--- config.mk ---
export PLATFORM = sky130hd
export DESIGN_NAME = extended_gcd_coefficient_flat
export DESIGN_NICKNAME = d
export VERILOG_FILES = /design/src/ecg_pkg.sv /design/src/ecg_if.sv /design/src/extended_gcd_coefficient.sv /design/src/flat_wrapper.sv
export VERILOG_INCLUDE_DIRS = /design/src /design/src/src
export SDC_FILE = /design/constraint.sdc
export NUM_CORES = 1
export LEC_CHECK = 0
export BUFFER_PORTS_ARGS = -buffer_cell sky130_fd_sc_hd__buf_2
export CAP_MARGIN = 20
export CORE_ASPECT_RATIO = 0.5
export CORE_MARGIN = 8
export CORE_UTILIZATION = 45
export DETAILED_ROUTE_END_ITERATION = 8
export SYNTH_ARGS = -nofsm -noshare
export SYNTH_HDL_FRONTEND = slang
export SYNTH_SLANG_ARGS = --single-unit
--- constraint.sdc ---
create_clock -name clk -period 6.6 [get_ports clk]
set_input_delay 1.32 -clock clk [delete_from_list [all_inputs] [get_ports clk]]
set_output_delay 1.32 -clock clk [all_outputs]
set_load 0.02 [all_outputs]
--- src/extended_gcd_coefficient_macros.svh ---
// Assertion macros for the extended GCD coefficient block.
// Used by extended_gcd_coefficient.sv; expects clk and arst_n in scope.
`ifndef EXTENDED_GCD_COEFFICIENT_MACROS_SVH
`define EXTENDED_GCD_COEFFICIENT_MACROS_SVH

// same-cycle implication, disabled during reset
`define ECG_ASSERT_SAME(label, cond, expr, msg) \
	label: assert property (@(posedge clk) disable iff (!arst_n) (cond) |-> (expr)) \
		else $error(msg);

// next-cycle implication, disabled during reset
`define ECG_ASSERT_NEXT(label, cond, expr, msg) \
	label: assert property (@(posedge clk) disable iff (!arst_n) (cond) |=> (expr)) \
		else $error(msg);

`endif

--- src/ecg_pkg.sv ---
// Package for the extended GCD coefficient block: width and word types.
// No dependencies; used by the stream interfaces and the top level.
`timescale 1ns / 1ps

package ecg_pkg;

	localparam int DATA_WIDTH = 32;
	localparam int CNT_W      = $clog2(DATA_WIDTH);

	typedef logic [DATA_WIDTH-1:0]        data_t;
	typedef logic signed [DATA_WIDTH-1:0] sdata_t;
	typedef logic [CNT_W-1:0]             cnt_t;

endpackage

--- src/ecg_if.sv ---
// Valid/ready stream interfaces for operand and result words.
// Depends on ecg_pkg for the word types.
`timescale 1ns / 1ps

interface ecg_in_if;
	import ecg_pkg::*;

	logic   valid;
	logic   ready;
	sdata_t a_value;
	sdata_t b_value;

	modport source (output valid, output a_value, output b_value, input ready);
	modport sink   (input valid, input a_value, input b_value, output ready);
endinterface

interface ecg_out_if;
	import ecg_pkg::*;

	logic   valid;
	logic   ready;
	data_t  gcd_value;
	sdata_t coef_x;

	modport source (output valid, output gcd_value, output coef_x, input ready);
	modport sink   (input valid, input gcd_value, input coef_x, output ready);
endinterface

--- src/extended_gcd_coefficient.sv ---
// Extended GCD coefficient block: top level, sequencer and shared datapath.
// Depends on ecg_pkg, ecg_if.sv and extended_gcd_coefficient_macros.svh.
`timescale 1ns / 1ps
//
// Usage
//   in_ch  : operand word {a_value, b_value}, signed, accepted when valid & ready.
//   out_ch : result word {gcd_value, coef_x}; gcd_value is the nonnegative gcd,
//            coef_x the coefficient of a with a*coef_x == gcd (mod b).
//   One operand word is worked on at a time; in_ch.ready is high only while
//   the sequencer is idle. The result sits in an output register, so a new
//   operand word can be taken while the previous result waits for out_ch.ready.
//   Each Euclid step runs a restoring divider, one quotient bit per cycle;
//   each divider cycle also folds its quotient bit into q*x1 (Horner form,
//   modulo 2^DATA_WIDTH). A check state before the divider and an update
//   state after it complete the step. Up to about 46 steps are needed for
//   32-bit operands.
//   If the output register still holds an unaccepted result when a result is
//   done, the block waits in its done state until it frees; no word is dropped.
//   Reset (arst_n low, asynchronous) returns to idle and clears out_ch.valid.
//
module extended_gcd_coefficient (
	input logic clk,
	input logic arst_n,
	ecg_in_if.sink    in_ch,
	ecg_out_if.source out_ch
);
	import ecg_pkg::*;

	`include "extended_gcd_coefficient_macros.svh"

	typedef enum logic [2:0] {
		ST_IDLE,
		ST_CHECK,
		ST_DIV,
		ST_UPD,
		ST_DONE
	} state_t;

	state_t state_q;

	// remainders as magnitude plus sign; coefficients modulo 2^DATA_WIDTH
	data_t r0m_q, r1m_q;
	logic  r0n_q, r1n_q;
	data_t x0_q, x1_q;

	// divider: dividend shift register, partial remainder, q*x1 accumulator
	data_t n_q, rem_q, prod_q;
	cnt_t  cnt_q;

	logic   out_valid_q;
	data_t  gcd_q;
	sdata_t coef_q;

	logic [DATA_WIDTH:0] shifted, diff;
	logic                qbit;
	data_t               rem_d;
	data_t               prod_d;
	data_t               a_mag, b_mag;

	assign a_mag = in_ch.a_value[DATA_WIDTH-1] ? data_t'(-in_ch.a_value)
	                                           : data_t'(in_ch.a_value);
	assign b_mag = in_ch.b_value[DATA_WIDTH-1] ? data_t'(-in_ch.b_value)
	                                           : data_t'(in_ch.b_value);

	// one restoring divide step and one Horner step
	always_comb begin
		shifted = {rem_q, n_q[DATA_WIDTH-1]};
		diff    = shifted - {1'b0, r1m_q};
		qbit    = !diff[DATA_WIDTH];
		rem_d   = qbit ? diff[DATA_WIDTH-1:0] : shifted[DATA_WIDTH-1:0];
		prod_d  = {prod_q[DATA_WIDTH-2:0], 1'b0} + (qbit ? x1_q : '0);
	end

	assign in_ch.ready      = (state_q == ST_IDLE);
	assign out_ch.valid     = out_valid_q;
	assign out_ch.gcd_value = gcd_q;
	assign out_ch.coef_x    = coef_q;

	always_ff @(posedge clk or negedge arst_n) begin
		if (!arst_n) begin
			state_q     <= ST_IDLE;
			out_valid_q <= 1'b0;
			r0m_q       <= '0;
			r1m_q       <= '0;
			r0n_q       <= 1'b0;
			r1n_q       <= 1'b0;
			x0_q        <= '0;
			x1_q        <= '0;
			n_q         <= '0;
			rem_q       <= '0;
			prod_q      <= '0;
			cnt_q       <= '0;
			gcd_q       <= '0;
			coef_q      <= '0;
		end else begin
			// ST_DONE drives out_valid_q itself
			if (out_valid_q && out_ch.ready && state_q != ST_DONE) begin
				out_valid_q <= 1'b0;
			end
			unique case (state_q)
				ST_IDLE: begin
					if (in_ch.valid) begin
						r0m_q   <= a_mag;
						r0n_q   <= in_ch.a_value[DATA_WIDTH-1];
						r1m_q   <= b_mag;
						r1n_q   <= in_ch.b_value[DATA_WIDTH-1];
						x0_q    <= data_t'(1);
						x1_q    <= '0;
						state_q <= ST_CHECK;
					end
				end
				ST_CHECK: begin
					if (r1m_q == '0) begin
						state_q <= ST_DONE;
					end else begin
						n_q     <= r0m_q;
						rem_q   <= '0;
						prod_q  <= '0;
						cnt_q   <= cnt_t'(DATA_WIDTH - 1);
						state_q <= ST_DIV;
					end
				end
				ST_DIV: begin
					n_q    <= {n_q[DATA_WIDTH-2:0], 1'b0};
					rem_q  <= rem_d;
					prod_q <= prod_d;
					cnt_q  <= cnt_q - cnt_t'(1);
					if (cnt_q == '0) begin
						state_q <= ST_UPD;
					end
				end
				ST_UPD: begin
					// truncated quotient has sign r0n ^ r1n; remainder keeps r0's sign
					r0m_q   <= r1m_q;
					r0n_q   <= r1n_q;
					r1m_q   <= rem_q;
					r1n_q   <= r0n_q;
					x0_q    <= x1_q;
					x1_q    <= (r0n_q == r1n_q) ? x0_q - prod_q : x0_q + prod_q;
					state_q <= ST_CHECK;
				end
				ST_DONE: begin
					if (!out_valid_q || out_ch.ready) begin
						gcd_q       <= r0m_q;
						coef_q      <= r0n_q ? sdata_t'(-x0_q) : sdata_t'(x0_q);
						out_valid_q <= 1'b1;
						state_q     <= ST_IDLE;
					end
				end
				default: begin
					state_q <= ST_IDLE;
				end
			endcase
		end
	end

	`ECG_ASSERT_NEXT(a_accept_to_check, in_ch.valid && in_ch.ready, state_q == ST_CHECK, "accepted word did not start a step")
	`ECG_ASSERT_SAME(a_rem_below_div, state_q == ST_DIV, rem_q < r1m_q, "partial remainder not below divisor")
	`ECG_ASSERT_NEXT(a_rem_shrinks, state_q == ST_UPD, r1m_q < r0m_q, "remainder did not shrink")
	`ECG_ASSERT_NEXT(a_done_emits, state_q == ST_DONE && !out_valid_q, out_valid_q && state_q == ST_IDLE, "finished result not registered")

endmodule

--- src/flat_wrapper.sv ---
// flat-port wrapper written by rule: the top's interface ports become plain ports
module extended_gcd_coefficient_flat import ecg_pkg::*;
  (clk, arst_n, in_ch_valid, in_ch_a_value, in_ch_b_value, in_ch_ready, out_ch_valid, out_ch_gcd_value, out_ch_coef_x, out_ch_ready);
  ecg_in_if in_ch_i ();
  ecg_out_if out_ch_i ();
  input logic clk;
  input logic arst_n;
  input wire logic [$bits(in_ch_i.valid)-1:0] in_ch_valid;
  input wire logic [$bits(in_ch_i.a_value)-1:0] in_ch_a_value;
  input wire logic [$bits(in_ch_i.b_value)-1:0] in_ch_b_value;
  output wire logic [$bits(in_ch_i.ready)-1:0] in_ch_ready;
  output wire logic [$bits(out_ch_i.valid)-1:0] out_ch_valid;
  output wire logic [$bits(out_ch_i.gcd_value)-1:0] out_ch_gcd_value;
  output wire logic [$bits(out_ch_i.coef_x)-1:0] out_ch_coef_x;
  input wire logic [$bits(out_ch_i.ready)-1:0] out_ch_ready;
  assign in_ch_i.valid = in_ch_valid;
  assign in_ch_i.a_value = in_ch_a_value;
  assign in_ch_i.b_value = in_ch_b_value;
  assign in_ch_ready = in_ch_i.ready;
  assign out_ch_valid = out_ch_i.valid;
  assign out_ch_gcd_value = out_ch_i.gcd_value;
  assign out_ch_coef_x = out_ch_i.coef_x;
  assign out_ch_i.ready = out_ch_ready;
  extended_gcd_coefficient u_core (.clk(clk), .arst_n(arst_n), .in_ch(in_ch_i), .out_ch(out_ch_i));
endmodule
# == Yosys cells after proc, flatten, opt, wreduce, memory -nomap -nowiden ==
# Index checks and enable logic that the tools add are counted.
# word_totals
ff_bits,299
inputBits,68
output_inout_bits,66
word_cells,78
# classes
n_addsub,8
eq_ne,10
muxes,33
n_reduce_logical,13
# ops
operator,n
32-bit one-hot mux with 2 select lines,7
32-bit two-way mux,12
32-bit negation,3
32-bit adder,2
33-bit by 32-bit subtractor with 33-bit output,1
32-bit logical NOT,1
32-bit subtractor,1
3-bit one-hot mux with 5 select lines,1
3-bit two-way mux,4
5-bit one-hot mux with 2 select lines,1
3-bit by 2-bit == test with 1-bit output (second input constant),2
2-bit AND reduction,3
5-bit logical NOT,1
1-bit two-way mux,5
5-bit two-way mux,1
5-bit by 1-bit subtractor with 5-bit output (second input constant),1
2-bit by 1-bit inequality test with 1-bit output (second input constant),2
2-bit inequality test (second input constant),2
1-bit one-hot mux with 2 select lines,2
2-bit nonzero test,2
3-bit by 1-bit == test with 1-bit output (second input constant),1
3-bit == test (second input constant),1
3-bit logical NOT,1
3-bit inequality test (second input constant),1
other kinds (5),6

# == Logic depth before layout (Yosys ltp) ==
# depth
word_depth,5
mapped_depth,25
mapped_depth_nobuf,23

# == Worst setup path before layout ==
# Ideal clock, no wire load.
# synth_timing
path_type,reg-to-reg
start,reg u_core.rem_q[24]
end,reg u_core.prod_q[28]
setup_time_ps,130
arrival_time_ps,4866
path_slack_ps,1604
stages_incl_launch_ff,23
path_buffers,3
period_less_slack_ps,4996
cell_sequence,dfrtp_1 ha_1 clkbuf_2 nand4_1 or3_1 or2_0 a31oi_1 mux2i_1 o211ai_2 buf_4 clkbuf_1 and2_1 ha_1 a21o_1 a221oi_1 o21ai_0 a21oi_2 o21ai_1 a311oi_2 nor3_1 a2111oi_2 xor2_1 o21ai_1
# synth_via
elab_chain_cells,4
# synth_rtl
element,line_no,source
start: declaration,extended_gcd_coefficient.sv:47,"data_t n_q, rem_q, prod_q;"
start signal: assignment,extended_gcd_coefficient.sv:125,rem_q <= rem_d;
33-bit by 32-bit subtractor with 33-bit output,extended_gcd_coefficient.sv:68,"diff = shifted - {1'b0, r1m_q};"
32-bit two-way mux,extended_gcd_coefficient.sv:71,"prod_d = {prod_q[DATA_WIDTH-2:0], 1'b0} + (qbit ? x1_q : '0);"
32-bit adder,extended_gcd_coefficient.sv:71,
32-bit one-hot mux with 2 select lines,extended_gcd_coefficient.sv:100,unique case (state_q)
end signal: assignment,extended_gcd_coefficient.sv:126,prod_q <= prod_d;
end: declaration,extended_gcd_coefficient.sv:47,
# Every way passes these cells.
# A chain may end at the register's enable or synchronous reset.

# == Final worst setup path ==
# layout_timing
start,reg u_core.r1m_q[25]
end,reg u_core.prod_q[28]
# layout_via
elab_chain_cells,4
elab_cells_between_ends,7
classes_between,add/sub (2); eq/ne (1); mux (2); reduce/logical (2)
# layout_rtl
element,line_no,source
start: declaration,extended_gcd_coefficient.sv:42,"data_t r0m_q, r1m_q;"
start signal: assignment,extended_gcd_coefficient.sv:105,r1m_q <= b_mag;
start signal: assignment,extended_gcd_coefficient.sv:136,r1m_q <= rem_q;
33-bit by 32-bit subtractor with 33-bit output,extended_gcd_coefficient.sv:68,
32-bit two-way mux,extended_gcd_coefficient.sv:71,
32-bit adder,extended_gcd_coefficient.sv:71,
32-bit one-hot mux with 2 select lines,extended_gcd_coefficient.sv:100,
# Several ways; a longest one is shown, not always the timed one.

==> impl_metrics.ini <==
[outcome]
run_status = finished, final reports clean

[die]
floorplan.io_pins = 134
standard_cell_row_count = 54
floorplan.die_area_mm2 = 0.05071
core_area_mm2 = 0.04317
start_util = 0.4522
dieHeight_um = 163.3
die_width_um = 310.6

[setup_path]
critPathKind = flop to flop
worst-endpoint-required_ns = 7.05
critical_path.max_stage_delay_ns = 0.47
timing.critical_path.slowest_stage_cell = or3_1
worstPathMaxFanout = 32
cp-end-kind = flop
cell_chain_critical_path = inv_1 > ha_1 > nand4_1 > or3_1 > nor2_1 > o211ai_1 > a31oi_1 > mux2i_1 > o211ai_4 > and2_1 > ha_1 > a21o_1 > a221oi_1 > o21ai_0 > a21oi_2 > o21ai_1 > a311oi_2 > nor3_1 > a2111oi_2 > xor2_1 > o21ai_1
worstSetupStartpointType = flop
critPathArrivalTime_ns = 6.29

[yosys]
syn-mean-instance-area_um2 = 8.497
yosysWarningCount = 0
ys_async_sr_fraction = 1.000
synth_area_mm2 = 0.01952
synth.lib_cells_used.distinct = 79
dominantRegCellSynth = dfrtp_1
ys_ff_latch = 299
synth_enable_flop_cells = 0
synth_sequential_area_ratio = 0.3832
synthesis.nets = 2468
synth_cells = 2298

[timing]
min_period_over_period = 0.8851
setup-violations-final = 0
worst-slew-pin-transition_ns = 1.131
grt_setup_unrepaired = no
worst_hold_margin_ns = 0.4730
fin_crit_ns = 5.842
timing.final.hold_violations = 0
postLayoutSetupSlackWorst_ns = 0.7583
maxClockFrequency_mhz = 171.2
clock-skew-final_ns = 0.01179
timing.max_slew.rel_slack = 0.2458
setup_tns_ns = 0
slew_viol_final = 0

[job]
drv_cap = 0

[global_route]
globalRoute.totalOverflow = 0
grt_pass1_wl_um = 88880
first_global_vias = 16260
grt_start_max_net_pins = 129
grt.total_usage = 0.2115
antenna_found_initial = 1

[drt]
drt.antenna.violating_nets = 0
drcViolationCount = 0
routed_wl_um = 55500
drt-pass1-iter-count = 5
avgRoutedWirePerCell_um = 18.61
detail_route.vias_per_cell = 5.646
first_iter_violations = 1198
vias_after_detailed_routing = 16840

[clock_network]
clockBufferDepth = 3
tritoncts_clock_tree = yes
cts_resized = 0
clkSlewWorstSetupHoldPaths_ns = 0.07
clock_tree.htree_level_count = 1
ctsHoldBuffers = 0
worst_skew_pair.late_latency_ns = 0.59
number_of_buffers_added_for_setup_after_cts = 0
cts_inserted_buffers = 31
cts_root_buffer = clkbuf_16
tritoncts_num_sinks = 299

[placed_design]
io_buffer_count = 133
dpl.hpwl_um = 40020
detailedPlace.worstSlack_ns = 0.8622
routabilityCongestion = 0.9038

[worst_hold_path]
hold_class = flop to flop

[cells_and_area]
areaGrowthSynthToFinish_pct = 11.23
layout.nets = 2538
drive_above_1_share = 0.1128

[power_and_ir_drop]
power.leakage_nw = 9.985
peakVddDrop_mv = 0.1956
p_per_area_mw_per_mm2 = 174.6
==> cells in the mapped netlist (8+ instances only) <==
| cell type | count | area, µm² |
|---|---|---|
| nand2_1 | 367 | 1378 |
| dfrtp_1 | 299 | 7482 |
| o21ai_0 | 193 | 965.9 |
| nor2_1 | 184 | 690.7 |
| a21oi_1 | 108 | 540.5 |
| xnor2_1 | 101 | 884.6 |
| ha_1 | 99 | 1239 |
| nand3_1 | 95 | 475.5 |
| xor2_1 | 95 | 832.1 |
| clkbuf_1 | 89 | 334.1 |
| inv_1 | 72 | 270.3 |
| a31oi_1 | 64 | 400.4 |
| a21o_1 | 43 | 322.8 |
| nor3_1 | 41 | 205.2 |
| and2_1 | 36 | 225.2 |
| o31ai_1 | 34 | 255.2 |
| mux2_2 | 31 | 349.1 |
| mux2i_1 | 30 | 300.3 |
| o22ai_1 | 27 | 168.9 |
| nor4_1 | 18 | 112.6 |
| nand2b_1 | 17 | 106.4 |
| nand4_1 | 16 | 100.1 |
| buf_1 | 15 | 56.30 |
| nor2b_1 | 14 | 87.58 |
| o211ai_1 | 14 | 105.1 |
| o21a_1 | 13 | 97.59 |
| or3_1 | 13 | 81.33 |
| and3_1 | 12 | 75.07 |
| a22oi_1 | 10 | 75.07 |
| nor3b_1 | 10 | 75.07 |
| o21ai_1 | 10 | 50.05 |
| o21bai_1 | 10 | 75.07 |
| o41ai_1 | 10 | 87.58 |
| a21boi_0 | 9 | 67.56 |
| a211oi_1 | 8 | 60.06 |
| or4_1 | 8 | 60.06 |
==> where the power goes <==
group	switching (mW)	leakage [nW]	internal (mW)	total [mW]
logic	0.0943	6.13	0.0485	0.143
clock network	0.813	0.503	1.00	1.82
registers	0.0000000000000000109	3.36	1.83	1.83
==> flip-flops by register name, summed over array words and instances, names as in the netlist, 3 cells and up <==
register and cells:
u_core.state_q 3, u_core.x1_q 32, u_core.x0_q 32, u_core.out_ch.coef_x 32, u_core.prod_q 32, u_core.n_q 32
u_core.r0m_q 32, u_core.out_ch.gcd_value 32, u_core.cnt_q 5, u_core.rem_q 32, u_core.r1m_q 32
==> path summary, 6_finish.rpt <==
check | from | end | slack (ns) | cells past startpoint
hold reg to reg | u_core.out_ch.coef_x[4]$_DFFE_PN0P_ | u_core.out_ch.coef_x[4]$_DFFE_PN0P_ | 0.47 | 2
hold / removal | u_core.out_ch.coef_x[4]$_DFFE_PN0P_ | u_core.out_ch.coef_x[4]$_DFFE_PN0P_ | 0.47 | 2
setup / recovery | u_core.r1m_q[25]$_DFFE_PN0P_ | u_core.prod_q[28]$_DFFE_PN0P_ | 0.76 | 21
min in group asynchronous | arst_n | u_core.out_ch.gcd_value[15]$_DFFE_PN0P_ | 0.81 | 1
max in group asynchronous | arst_n | u_core.prod_q[14]$_DFFE_PN0P_ | 4.41 | 2
setup reg to reg | u_core.r1m_q[25]$_DFFE_PN0P_ | u_core.prod_q[28]$_DFFE_PN0P_ | 0.76 | 21
==> critical path: cells and delay by family, from the launching register on <==
family	cells	cell delay (ns)
buffers and inverters	1	0.06
AOI/OAI and AO/OA	11	2.75
adders and majority gates	2	0.73
and+or+nand+nor	5	1.24
xor gates and xnor gates	1	0.17
DFF	1	0.39
muxes	1	0.35
==> final cells by class <==
class	instances	area, µm²
flip-flops and latches	299	7482
diodes	1	2.502
clock inverters	19	177.7
well taps	588	735.7
inverters	72	270.3
fillers	4172	21460
multi-input cells	1813	11370
clock buffers	39	855.8
repair buffers	151	823.3
==> layer usage <==
layer  share of wire  vias up  global-route usage
li1                -     8276                   -
met1            0.45     8149              0.2746
met2            0.49      328              0.3740
met3           0.034       83             0.02400
met4           0.028        0             0.05906
met5               0        -                   0
==> cell usage in the layout (no fill, tap or decap), types with 35 or more instances in the layout <==
cell,synthesis,routed
dfrtp_1,299,299
a21oi_1,108,108
xnor2_1,101,101
ha_1,99,99
and2_1,36,35
a21o_1,43,43
nand2_1,367,365
a31oi_1,64,64
inv_1,72,72
nand3_1,95,94
nor3_1,41,41
xor2_1,95,95
buf_2,5,132
nor2_1,184,183
o21ai_0,193,193
==> metrics by stage <==
stage	cell area, µm²	util	cells	power (mW)
2_1_floorplan	19530	-	2298	1.922
3_3_place_gp	20670	0.4788	2922	2.012
3_5_place_dp	20670	0.4788	2922	2.013
4_1_cts	21710	0.5028	2980	3.832
5_1_grt	21720	0.5030	2982	3.924
6_report	21720	0.5030	2982	3.791
==> cell families (layout without fill, tap and decap cells) <==
logic type      count (synthesis)  after routing  synth area share
buf+inv                       186            281           0.03729
xor+xnor                      196            196           0.08792
fa+ha+maj                     102            102           0.06652
simple gates                  855            855            0.2004
mux                            61             61           0.03326
flops                         299            299            0.3832
compound gates                599            599            0.1914
other cells                     0              1                 0
Power figures use the tool's default switching activity.
